## src/design/spatial_bin_counting_sort_unit_defines.svh

```systemverilog
// Assertion macros shared by the spatial binning sort design.
// The macros assume a clock named clk and an active-low reset named rst_n in scope.
`ifndef SPATIAL_BIN_COUNTING_SORT_UNIT_DEFINES_SVH
`define SPATIAL_BIN_COUNTING_SORT_UNIT_DEFINES_SVH

// Same-cycle implication, checked outside reset.
`define SBCS_ASSERT(lbl, ante, cons, msg) \
  lbl: assert property (@(posedge clk) disable iff (!rst_n) (ante) |-> (cons)) else $error(msg);

// Next-cycle implication, checked outside reset.
`define SBCS_ASSERT_NXT(lbl, ante, cons, msg) \
  lbl: assert property (@(posedge clk) disable iff (!rst_n) (ante) |=> (cons)) else $error(msg);

`endif

```

## src/design/sbcs_ram.sv

```systemverilog
// Generic simple dual-port RAM: one write port, one registered read port.
// Standalone; no package needed.
module sbcs_ram #(
  parameter int WIDTH = 8,
  parameter int DEPTH = 16
) (
  input  logic                     clk,
  input  logic                     we,
  input  logic [$clog2(DEPTH)-1:0] waddr,
  input  logic [WIDTH-1:0]         wdata,
  input  logic [$clog2(DEPTH)-1:0] raddr,
  output logic [WIDTH-1:0]         rdata
);

  logic [WIDTH-1:0] mem [DEPTH];

  // Write port and registered read.
  always_ff @(posedge clk) begin
    if (we) begin
      mem[waddr] <= wdata;
    end
    rdata <= mem[raddr];
  end

endmodule

```

## config.mk

```make
export PLATFORM = sky130hd
export DESIGN_NAME = sbcs_ram
export DESIGN_NICKNAME = d
export VERILOG_FILES = /design/src/design/spatial_bin_counting_sort_unit_defines.svh /design/src/design/sbcs_ram.sv
export SDC_FILE = /design/constraint.sdc
export NUM_CORES = 1
export LEC_CHECK = 0
export ABC_AREA = 1
export ABC_CLOCK_PERIOD_IN_PS = 1800
export BUFFER_PORTS_ARGS = -buffer_cell sky130_fd_sc_hd__clkbuf_2
export CORE_MARGIN = 3
export CORE_UTILIZATION = 56
export DETAILED_ROUTE_END_ITERATION = 8
export PLACE_DENSITY_LB_ADDON = 0.2
export SLEW_MARGIN = 5
export SYNTH_ARGS = -nofsm -noshare
export SYNTH_HDL_FRONTEND = slang
export SYNTH_SLANG_ARGS = --single-unit
```

## constraint.sdc

```tcl
create_clock -name clk -period 1.8 [get_ports clk]
set_clock_uncertainty 0.2 [all_clocks]
set_input_delay 0.36 -clock clk [delete_from_list [all_inputs] [get_ports clk]]
set_output_delay 0.36 -clock clk [all_outputs]
set_load 0.01 [all_outputs]
```

==> results.toml <==
[run_status]
outcome = "finished, final reports clean"

[global_routing]
grt_antenna_before_repair = 0
grt.total_usage_pct = 23.7
grt.overflow.total = 0
vias_in_the_first_global_route = 3758
pin_count_of_the_biggest_net_entering_global_routing = 41
grt_first_pass_wirelength_mm = 19.9

[floorplanning]
core_area_mm2 = 0.00991
initial_core_util_pct = 58.2
row_count = 36
io-pin-count = 26
design.die.area_mm2 = 0.0116
die_height_um = 107
die_x_um = 107

[timing]
tns_ns = 0
timing_worst_slew_pin_value_ns = 0.636
final.hold.worst_slack_ns = 0.0286
max_freq_mhz = 646
maxSlewHeadroom_pct = 57.6
period_needed_ns = 1.55
number_of_hold_violations_in_the_final_report = 0
drv_slew = 0
grt_setup_unrepaired = "false"
setup_viol = 0
min_period_over_period_pct = 86.0

[setup_path]
path_delay_family = "flip-flops"
critical_path_peak_fanout = 1
path_cells = "clkbuf_2"
worst-endpoint-required_ns = 1.24
critical_path.n_buffers_inverters = 1
cpPeakStageDelay_ns = 0.34
worstSetupStartpointType = "flip-flop"
critPathSlowestCell = "sky130_fd_sc_hd__dfxtp_1"
setup.worst_path.class = "flip-flop to output pin"
arrival_ns = 0.99
endpoint_kind = "output pin"

[place]
hpwl_dp_mm = 7.72
dpl-instance-area_mm2 = 0.00615
gpl.final_weighted_congestion = 0.936
buffers_on_ports = 25

[layout]
nNetsFinal = 613
diodes = 0
area_growth_pct = 15.0
drive_gt1_share_pct = 12.3
final_area_mm2 = 0.00663
fill_cells = 755

[synth]
postSynthCellCount = 551
yosysSeqAreaShare_pct = 69.4
total_of_flip_flops_plus_latches_after_synthesis = 136
syn_area_per_cell_um2 = 10.5
synthesis.nets = 569
synthesis.area_mm2 = 0.00577
ys_types = 12
ys.warnings.count = 0

[clock_tree]
ctsRootBufferMaster = "sky130_fd_sc_hd__clkbuf_8"
tritoncts_num_sinks = 136
post_cts_resize_count = 0
ctsHtreeMaxLevel = 4
clkTransAtPathRegs_ns = 0.06
cts_inserted_buffers = 17
cts_tree = "built"
max-clock-path-buffers = 2
cts_hold_buf = 0
post_cts_setup_bufs = 0
insertion_delay_ns = 0.51

[drt]
drt_drc_violations_left = 0
drtPass1Iterations = 6
drt-initial-drc-count = 344
antenna_violating_nets_post_route = 0
routed_wirelength_mm = 12.6
routed_via_density = 5.23
wire_per_inst_um = 17.1
via_count = 3850

[pwr]
pwr_density_cell_mw_per_mm2 = 1040
leakage_nw = 2.92
report.power.total_mw = 6.92
max-vdd-ir-drop_mv = 0.695

[hold_path]
hold_path.class = "primary input to flip-flop"

[job]
drv.max_cap_violation_count = 0
-- final timing paths --
kind                                  to  cells after the start       start  slack, ns
worst min register to register  rdata[2]                      6  mem[12][2]       0.44
worst min-delay path            rdata[7]                      3    raddr[3]       0.03
worst max register to register  rdata[0]                      6   mem[1][0]       0.53
worst max-delay path            rdata[4]                      1    rdata[4]       0.25
-- state kept, by name (all words and copies together), names as in the netlist --
register and cells:
mem 128, rdata 8
-- area by class of cell --
cell class / count / area [um2] / share of cell area, %
Clock inverter: 7 / 58.8 / 0.887
Clock buffer: 20 / 425 / 6.42
Timing Repair Buffer: 49 / 380 / 5.74
Inverter: 102 / 383 / 5.77
Tap cell: 133 / 166 / 2.51
Sequential cell: 136 / 4000 / 60.4
Multi-Input combinational cell: 289 / 1210 / 18.3
-- per-layer routing --
layer | wire (um) | vias to the layer above | GRT usage, %
li1 | - | 1861 | -
met1 | 5160 | 1826 | 31.0
met2 | 6190 | 140 | 37.7
met3 | 887 | 23 | 5.94
met4 | 348 | 0 | 10.4
met5 | 0 | - | 0
-- Yosys cell counts --
library cell / number / share of area [%]
sky130_fd_sc_hd__nand2_1: 173 / 11
sky130_fd_sc_hd__nand3_1: 97 / 8.4
sky130_fd_sc_hd__buf_4: 4 / 0.52
sky130_fd_sc_hd__inv_1: 100 / 6.5
sky130_fd_sc_hd__inv_2: 2 / 0.13
sky130_fd_sc_hd__buf_1: 1 / 0.065
sky130_fd_sc_hd__buf_6: 6 / 1.2
sky130_fd_sc_hd__nor2_1: 17 / 1.1
sky130_fd_sc_hd__dfxtp_1: 8 / 2.8
sky130_fd_sc_hd__edfxtp_1: 128 / 67
sky130_fd_sc_hd__buf_2: 13 / 1.1
sky130_fd_sc_hd__nand3b_1: 2 / 0.26
-- placed cells by master (no fill, tap or decap), types with 6 or more instances in the layout --
cell type,Yosys,routed
sky130_fd_sc_hd__buf_12,0,6
sky130_fd_sc_hd__buf_4,4,18
sky130_fd_sc_hd__clkbuf_16,0,16
sky130_fd_sc_hd__clkbuf_2,0,25
sky130_fd_sc_hd__dfxtp_1,8,8
sky130_fd_sc_hd__edfxtp_1,128,128
sky130_fd_sc_hd__inv_1,100,100
sky130_fd_sc_hd__nand2_1,173,173
sky130_fd_sc_hd__nand3_1,97,97
sky130_fd_sc_hd__nor2_1,17,17
-- power by group --
group	internal [mW]	total [mW]	switching, mW
Combinational	0.145	0.456	0.311
Clock	1.77	2.89	1.13
Sequential	3.54	3.57	0.0223
-- through the flow --
| step | util [%] | setup slack [ns] | std cells |
|---|---|---|---|
| after global routing | 66.9 | 0.208 | 736 |
| after detailed placement | 62.0 | 0.0226 | 709 |
| final | 66.9 | 0.252 | 736 |
| after global placement | 62.0 | 0.0135 | 709 |
| after CTS | 66.9 | 0.221 | 736 |
| after floorplan | - | 0.289 | 551 |
-- cell families (layout without fill, tap and decap cells) --
family / Yosys count / after routing / share of synthesized area [%]
flip-flops: 136 / 136 / 69.4
AND/OR/NAND/NOR: 289 / 289 / 21.0
buffers and inverters: 126 / 178 / 9.52
(Power assumes the default switching activity.)
