[src/design/spatial_bin_counting_sort_unit_defines.svh]
// Assertion macros shared by the spatial binning sort design.
// The macros assume a clock named clk and an active-low reset named rst_n in scope.
`ifndef SPATIAL_BIN_COUNTING_SORT_UNIT_DEFINES_SVH
`define SPATIAL_BIN_COUNTING_SORT_UNIT_DEFINES_SVH

// Same-cycle implication, checked outside reset.
`define SBCS_ASSERT(lbl, ante, cons, msg) \
  lbl: assert property (@(posedge clk) disable iff (!rst_n) (ante) |-> (cons)) else $error(msg);

// Next-cycle implication, checked outside reset.
`define SBCS_ASSERT_NXT(lbl, ante, cons, msg) \
  lbl: assert property (@(posedge clk) disable iff (!rst_n) (ante) |=> (cons)) else $error(msg);

`endif

[src/design/sbcs_pkg.sv]
// Package for the spatial binning counting sort: sizes, codes, payload types.
// No dependencies; the top level and the divider import it.
package sbcs_pkg;

  localparam int MAX_CELLS = 1024;
  localparam int MAX_BINS  = 1024;
  localparam int CELL_AW   = $clog2(MAX_CELLS);
  localparam int BIN_AW    = $clog2(MAX_BINS);
  localparam int CNT_W     = $clog2(MAX_CELLS + 1);

  // Fixed field widths.
  localparam int REG_W  = 23;
  localparam int POS_W  = 24;
  localparam int SIDE_W = 24;
  localparam int DIM_W  = 24;
  localparam int OUT_W  = 11;
  localparam int IDX_W  = 10;

  // Width of the divider's step counter.
  localparam int DIV_CW = $clog2(REG_W + 1);

  localparam logic [SIDE_W-1:0] UNIT_SIDE = 24'd256;
  localparam logic [OUT_W-1:0]  SAT_BINS  = 11'd1024;

  // Operation codes.
  localparam logic [1:0] OP_LOAD     = 2'd0;
  localparam logic [1:0] OP_READ_BIN = 2'd1;
  localparam logic [1:0] OP_READ_SLT = 2'd2;

  // Status codes.
  localparam logic [1:0] ST_OK        = 2'd0;
  localparam logic [1:0] ST_CELL_OVF  = 2'd1;
  localparam logic [1:0] ST_BIN_OVF   = 2'd2;
  localparam logic [1:0] ST_NOT_BUILT = 2'd3;

  // Configuration register indexes.
  localparam logic [1:0] REG_RADIUS = 2'd0;
  localparam logic [1:0] REG_PITCH  = 2'd1;
  localparam logic [1:0] REG_WIDTH  = 2'd2;
  localparam logic [1:0] REG_HEIGHT = 2'd3;

  typedef struct packed {
    logic [1:0]              op;
    logic signed [POS_W-1:0] pos_x;
    logic signed [POS_W-1:0] pos_y;
    logic                    last;
    logic [IDX_W-1:0]        index;
  } in_t;

  typedef struct packed {
    logic [1:0]       status;
    logic [OUT_W-1:0] bin_base;
    logic [OUT_W-1:0] bin_size;
    logic [IDX_W-1:0] sorted_cell;
    logic [OUT_W-1:0] bins_across;
    logic [OUT_W-1:0] bins_down;
  } out_t;

  // Divider request and response.
  typedef struct packed {
    logic              start;
    logic [REG_W-1:0]  dividend;
    logic [SIDE_W-1:0] divisor;
  } div_req_t;

  typedef struct packed {
    logic             done;
    logic [REG_W-1:0] quotient;
  } div_rsp_t;

  typedef enum logic [4:0] {
    S_IDLE, S_WA, S_WW, S_HA, S_HW, S_CHECK, S_XA, S_XW, S_YA, S_YW,
    S_STORE, S_RDW, S_CLR, S_CNT_A, S_CNT_B, S_CNT_C, S_PFX_A, S_PFX_B,
    S_SC_A, S_SC_B, S_SC_C, S_DONE
  } state_t;

endpackage

[src/design/sbcs_divider.sv]
// Restoring divider, one quotient bit per cycle, shared by all divisions.
// Depends on sbcs_pkg for the request and response types.
module sbcs_divider
  import sbcs_pkg::*;
(
  input  logic     clk,
  input  logic     rst_n,
  input  div_req_t req,
  output div_rsp_t rsp
);

  logic [SIDE_W-1:0] rem_r, rem_nxt;
  logic [REG_W-1:0]  quo_r, quo_nxt;
  logic [SIDE_W-1:0] dsr_r, dsr_nxt;
  logic [DIV_CW-1:0] cnt_r, cnt_nxt;
  logic              busy_r, busy_nxt;
  logic              done_r, done_nxt;
  logic [SIDE_W:0]   shifted;
  logic [SIDE_W:0]   trial;

  // One shift and subtract step per cycle.
  always_comb begin
    rem_nxt  = rem_r;
    quo_nxt  = quo_r;
    dsr_nxt  = dsr_r;
    cnt_nxt  = cnt_r;
    busy_nxt = busy_r;
    done_nxt = 1'b0;
    shifted  = {rem_r, quo_r[REG_W-1]};
    trial    = shifted - {1'b0, dsr_r};
    if (req.start) begin
      rem_nxt  = '0;
      quo_nxt  = req.dividend;
      dsr_nxt  = req.divisor;
      cnt_nxt  = DIV_CW'(REG_W);
      busy_nxt = 1'b1;
    end else if (busy_r) begin
      if (!trial[SIDE_W]) begin
        rem_nxt = trial[SIDE_W-1:0];
        quo_nxt = {quo_r[REG_W-2:0], 1'b1};
      end else begin
        rem_nxt = shifted[SIDE_W-1:0];
        quo_nxt = {quo_r[REG_W-2:0], 1'b0};
      end
      cnt_nxt = cnt_r - 1'b1;
      if (cnt_r == DIV_CW'(1)) begin
        busy_nxt = 1'b0;
        done_nxt = 1'b1;
      end
    end
  end

  always_ff @(posedge clk) begin
    if (!rst_n) begin
      busy_r <= 1'b0;
      done_r <= 1'b0;
      cnt_r  <= '0;
    end else begin
      busy_r <= busy_nxt;
      done_r <= done_nxt;
      cnt_r  <= cnt_nxt;
    end
    rem_r <= rem_nxt;
    quo_r <= quo_nxt;
    dsr_r <= dsr_nxt;
  end

  assign rsp.done     = done_r;
  assign rsp.quotient = quo_r;

endmodule
[config.mk]
export PLATFORM = sky130hd
export DESIGN_NAME = sbcs_divider
export DESIGN_NICKNAME = d
export VERILOG_FILES = /design/src/design/spatial_bin_counting_sort_unit_defines.svh /design/src/design/sbcs_pkg.sv /design/src/design/sbcs_divider.sv
export SDC_FILE = /design/constraint.sdc
export NUM_CORES = 1
export LEC_CHECK = 0
export BUFFER_PORTS_ARGS = -buffer_cell sky130_fd_sc_hd__buf_2
export CORE_UTILIZATION = 55
export CTS_CLUSTER_DIAMETER = 200
export DETAILED_ROUTE_END_ITERATION = 10
export GPL_ROUTABILITY_DRIVEN = 0
export PLACE_DENSITY = 0.75
export RECOVER_POWER = 25
export SYNTH_ARGS = -nofsm -noshare
export SYNTH_HDL_FRONTEND = slang
export SYNTH_SLANG_ARGS = --single-unit
[constraint.sdc]
create_clock -name clk -period 4 [get_ports clk]
set_input_delay 0.2 -clock clk [delete_from_list [all_inputs] [get_ports clk]]
set_output_delay 0.2 -clock clk [all_outputs]
set_load 0.02 [all_outputs]
==> results by group <==
Layout
  – Fill cell count: between 600 and 700
  – Fin util: 0.661
  – # nets final: approximately 600
  – Final Instance Count excl. Fillers: 615
  – Share of layout cells above drive strength 1: 0.285
  – Antenna cells: 0
  – Area growth syn-to-layout: 13.6%
  – Fin area: roughly 5200 um2

Placement
  – Placed Area: 5000 um2
  – Post-DP HPWL: a little under 7 mm
  – Placement Setup Slack: 0.677 ns
  – Port bufs: 73
  – Placed insts: 599

Yosys
  – Post-synthesis instance total: ~440
  – Synth Cell Area: 4590 um2
  – Post-synth ARST share: 0
  – Synthesized-area fraction occupied by adder cells: 0.0752
  – Synthesized area per cell: 10.4 um2
  – Largest family of logic cells by synthesized area: compound AO/OA/AOI/OAI gates
  – XOR/XNOR share of the synthesized area: 0.0515
  – Syn. warnings: 0
  – Seq/Total Area, Yosys: 0.443
  – Number of flops mapped to enable cells by yosys: between 40 and 50
  – Distinct cells, synth: 67
  – Post-synth top area cell: edfxtp_1
  – Synthesized Nets: approximately 520
  – Area fraction in compound gates after synthesis: 0.169
  – Dominant synthesized flop cell: edfxtp_1
  – Synth top area cells: edfxtp_1 31%, dfxtp_1 14%, ha_1 7.1%
  – Synth Area in Simple Gates: 0.138
  – Mux cell area share after synthesis: 0.0673
  – Yosys reg bits: 78
  – Area share of the largest cell type after synthesis: 0.307

STA
  – Final critical-path share of the clock period: 0.849
  – Slew Limit Fails: 0
  – Max Freq: roughly 300 MHz
  – Setup_tns: 0 ns
  – Final min period: 3.40 ns
  – Slew margin rel.: 0.0982
  – Setup skew after layout: 0.00689 ns
  – Hold slack final: about 0.017 ns
  – Final setup fails: 0
  – RSZ-0062 raised after global routing: false
  – Worst-margin pin slew: roughly 1.4 ns
  – Final hold vios: 0
  – Setup slack after layout: ~0.60 ns

Global routing
  – Top Usage Layer GRT: met2
  – M3 GR Usage: 0.0602
  – Total gr overflow: 0
  – Met2 usage: 0.401
  – First-pass GRT wire length: about 16 mm
  – Vias in the first global route: approximately 3400
  – Largest net degree at the start of global routing: 46
  – Total track usage: 0.238
  – Initial antenna violation count: 0
  – GR Util met1: 0.298

Drt
  – Antenna-violating nets left: 0
  – Iteration-0 DRC Markers: approximately 170
  – Routed vias/inst: around 5.7
  – Final WL: 9.77 mm
  – Overall via count from detail_route: 3533
  – Routed WL per cell: 15.9 um
  – Residual DRC: 0
  – Drt first pass iters: 5

Critical path
  – CP Cell Sequence: inv_1 -> ha_1 -> fa_1 -> nor2b_4 -> o2111a_1 -> o31a_4 -> nor4_4 -> o41ai_4 -> xnor2_2 -> buf_4 -> nand2_1 -> a311oi_1
  – Max Fanout on Critical Path: 17
  – Slowest cell on crit path: o41ai_4
  – CP endpoint kind: flip-flop
  – Worst endpoint required time: 4.25 ns
  – Critical path's top delay family: compound AO/OA/AOI/OAI gates
  – Kind of critical path: flip-flop to flip-flop
  – CP arrival: 3.65 ns
  – CP peak stage delay: about 0.64 ns
  – Worst Path Buf+Inv: 2
  – CP Launch Type: flip-flop

Clock tree
  – H-tree depth: 3
  – CTS tree: built
  – CTS root buffer: clkbuf_8
  – Clk Latency, worst-skew pair: 0.35 ns
  – Longest Clk Path Bufs: 2
  – CTS clk-pin slew, worst paths: 0.08 ns
  – CTS buffer count: 9
  – Post-CTS Hold Buffers: 0
  – # Post-CTS Setup Buffers: 0
  – Post-CTS Resized: 0
  – Sink Count: 78

Floorplanning
  – Die area: slightly below 9000 um2
  – Die width: 93.4 um
  – # rows: 32
  – Chip height: about 93 um
  – Core area: 7890 um2
  – I/O Pins: 74
  – Starting Density: 0.582

Outcome
  – Outcome: completed

Power
  – VDD IR-drop max: approximately 0.00024 V
  – PwrDens: 389 nW/um2
  – Lkg Pwr: 2.18 nW
  – Total power: about 2 mW

Hold path
  – Hold Path Class: primary input to flip-flop

Job
  – MaxCap Viol Count: 0
logic make-up after synthesis:
family,count (synthesis)
flops,78
xor+xnor,24
compound gates,98
mux,28
simple gates,125
buf+inv,61
fa+ha+maj,27
path summary, 6_finish.rpt:
path	startpoint	endpoint	slack [ns]	cells past startpoint
setup reg to reg	quo_r[22]	rem_r[0]	0.60	12
setup / recovery	quo_r[22]	rem_r[0]	0.60	12
hold reg to reg	rem_r[2]	rem_r[2]	0.52	2
hold / removal	req[7]	dsr_r[7]	0.02	1
state kept, by name (all words and copies together) (netlist names):
name	count
rem_r	24
cnt_r	5
dsr_r	24
quo_r	23
done_r	1
busy_r	1
routing by layer:
layer / part of all wire / wire [um]
met1: 0.44 / 4330
met2: 0.49 / 4800
met3: 0.051 / 500
met4: 0.014 / 138
met5: 0 / 0
area by class of cell:
cell class | count | area [um2] | share of cell area
clock inverter | 6 | 86.3 | 0.0166
timing repair buffer | 77 | 394 | 0.0756
inverter | 40 | 150 | 0.0288
sequential | 78 | 2030 | 0.390
clock buffer | 10 | 128 | 0.0245
tap | 102 | 128 | 0.0245
multi-input combinational | 302 | 2300 | 0.440
power by group:
group,switching (mW),internal [mW]
Combinational,0.248,0.177
Sequential,0.0332,0.922
Clock,0.298,0.351
worst register-to-register path, stage by stage, from the launching register on:
cell and delay, ns:
edfxtp_1 0.38, inv_1 0.05, ha_1 0.22, fa_1 0.45, nor2b_4 0.14, o2111a_1 0.24, o31a_4 0.18, nor4_4 0.05
o41ai_4 0.64, xnor2_2 0.26, buf_4 0.30, nand2_1 0.09, a311oi_1 0.29
cells in the mapped netlist, types with 6 or more instances:
cell / number
nand3_1: 10
a311oi_2: 10
dfxtp_1: 31
ha_1: 26
nor3_1: 9
mux2_2: 23
xnor2_1: 16
edfxtp_1: 47
nand2_1: 41
inv_1: 40
clkbuf_1: 14
o21ai_0: 19
xor2_1: 6
nand2_2: 6
a21oi_1: 20
nor2_1: 28
cell usage in the layout (no fill, tap or decap), types with 3 or more instances in the layout:
cell | Yosys | layout
nand3b_1 | 4 | 4
inv_1 | 40 | 40
mux2_2 | 23 | 23
nor2b_1 | 3 | 3
a21o_1 | 4 | 4
buf_2 | 2 | 72
a21oi_1 | 20 | 20
dfxtp_1 | 31 | 31
o31ai_1 | 4 | 4
nand2_1 | 41 | 41
clkbuf_8 | 0 | 9
nor3_1 | 9 | 9
buf_4 | 2 | 4
nor2_1 | 28 | 28
o311ai_1 | 5 | 5
o21a_1 | 4 | 4
a31oi_1 | 3 | 3
o21ai_0 | 19 | 19
xnor2_1 | 16 | 16
or2_2 | 5 | 5
mux2i_1 | 5 | 5
nand2_2 | 6 | 6
a311oi_2 | 10 | 10
ha_1 | 26 | 26
nand3_1 | 10 | 10
edfxtp_1 | 47 | 47
nand4_1 | 3 | 3
xor2_1 | 6 | 6
Note: power is estimated with default switching activity, not from simulation.
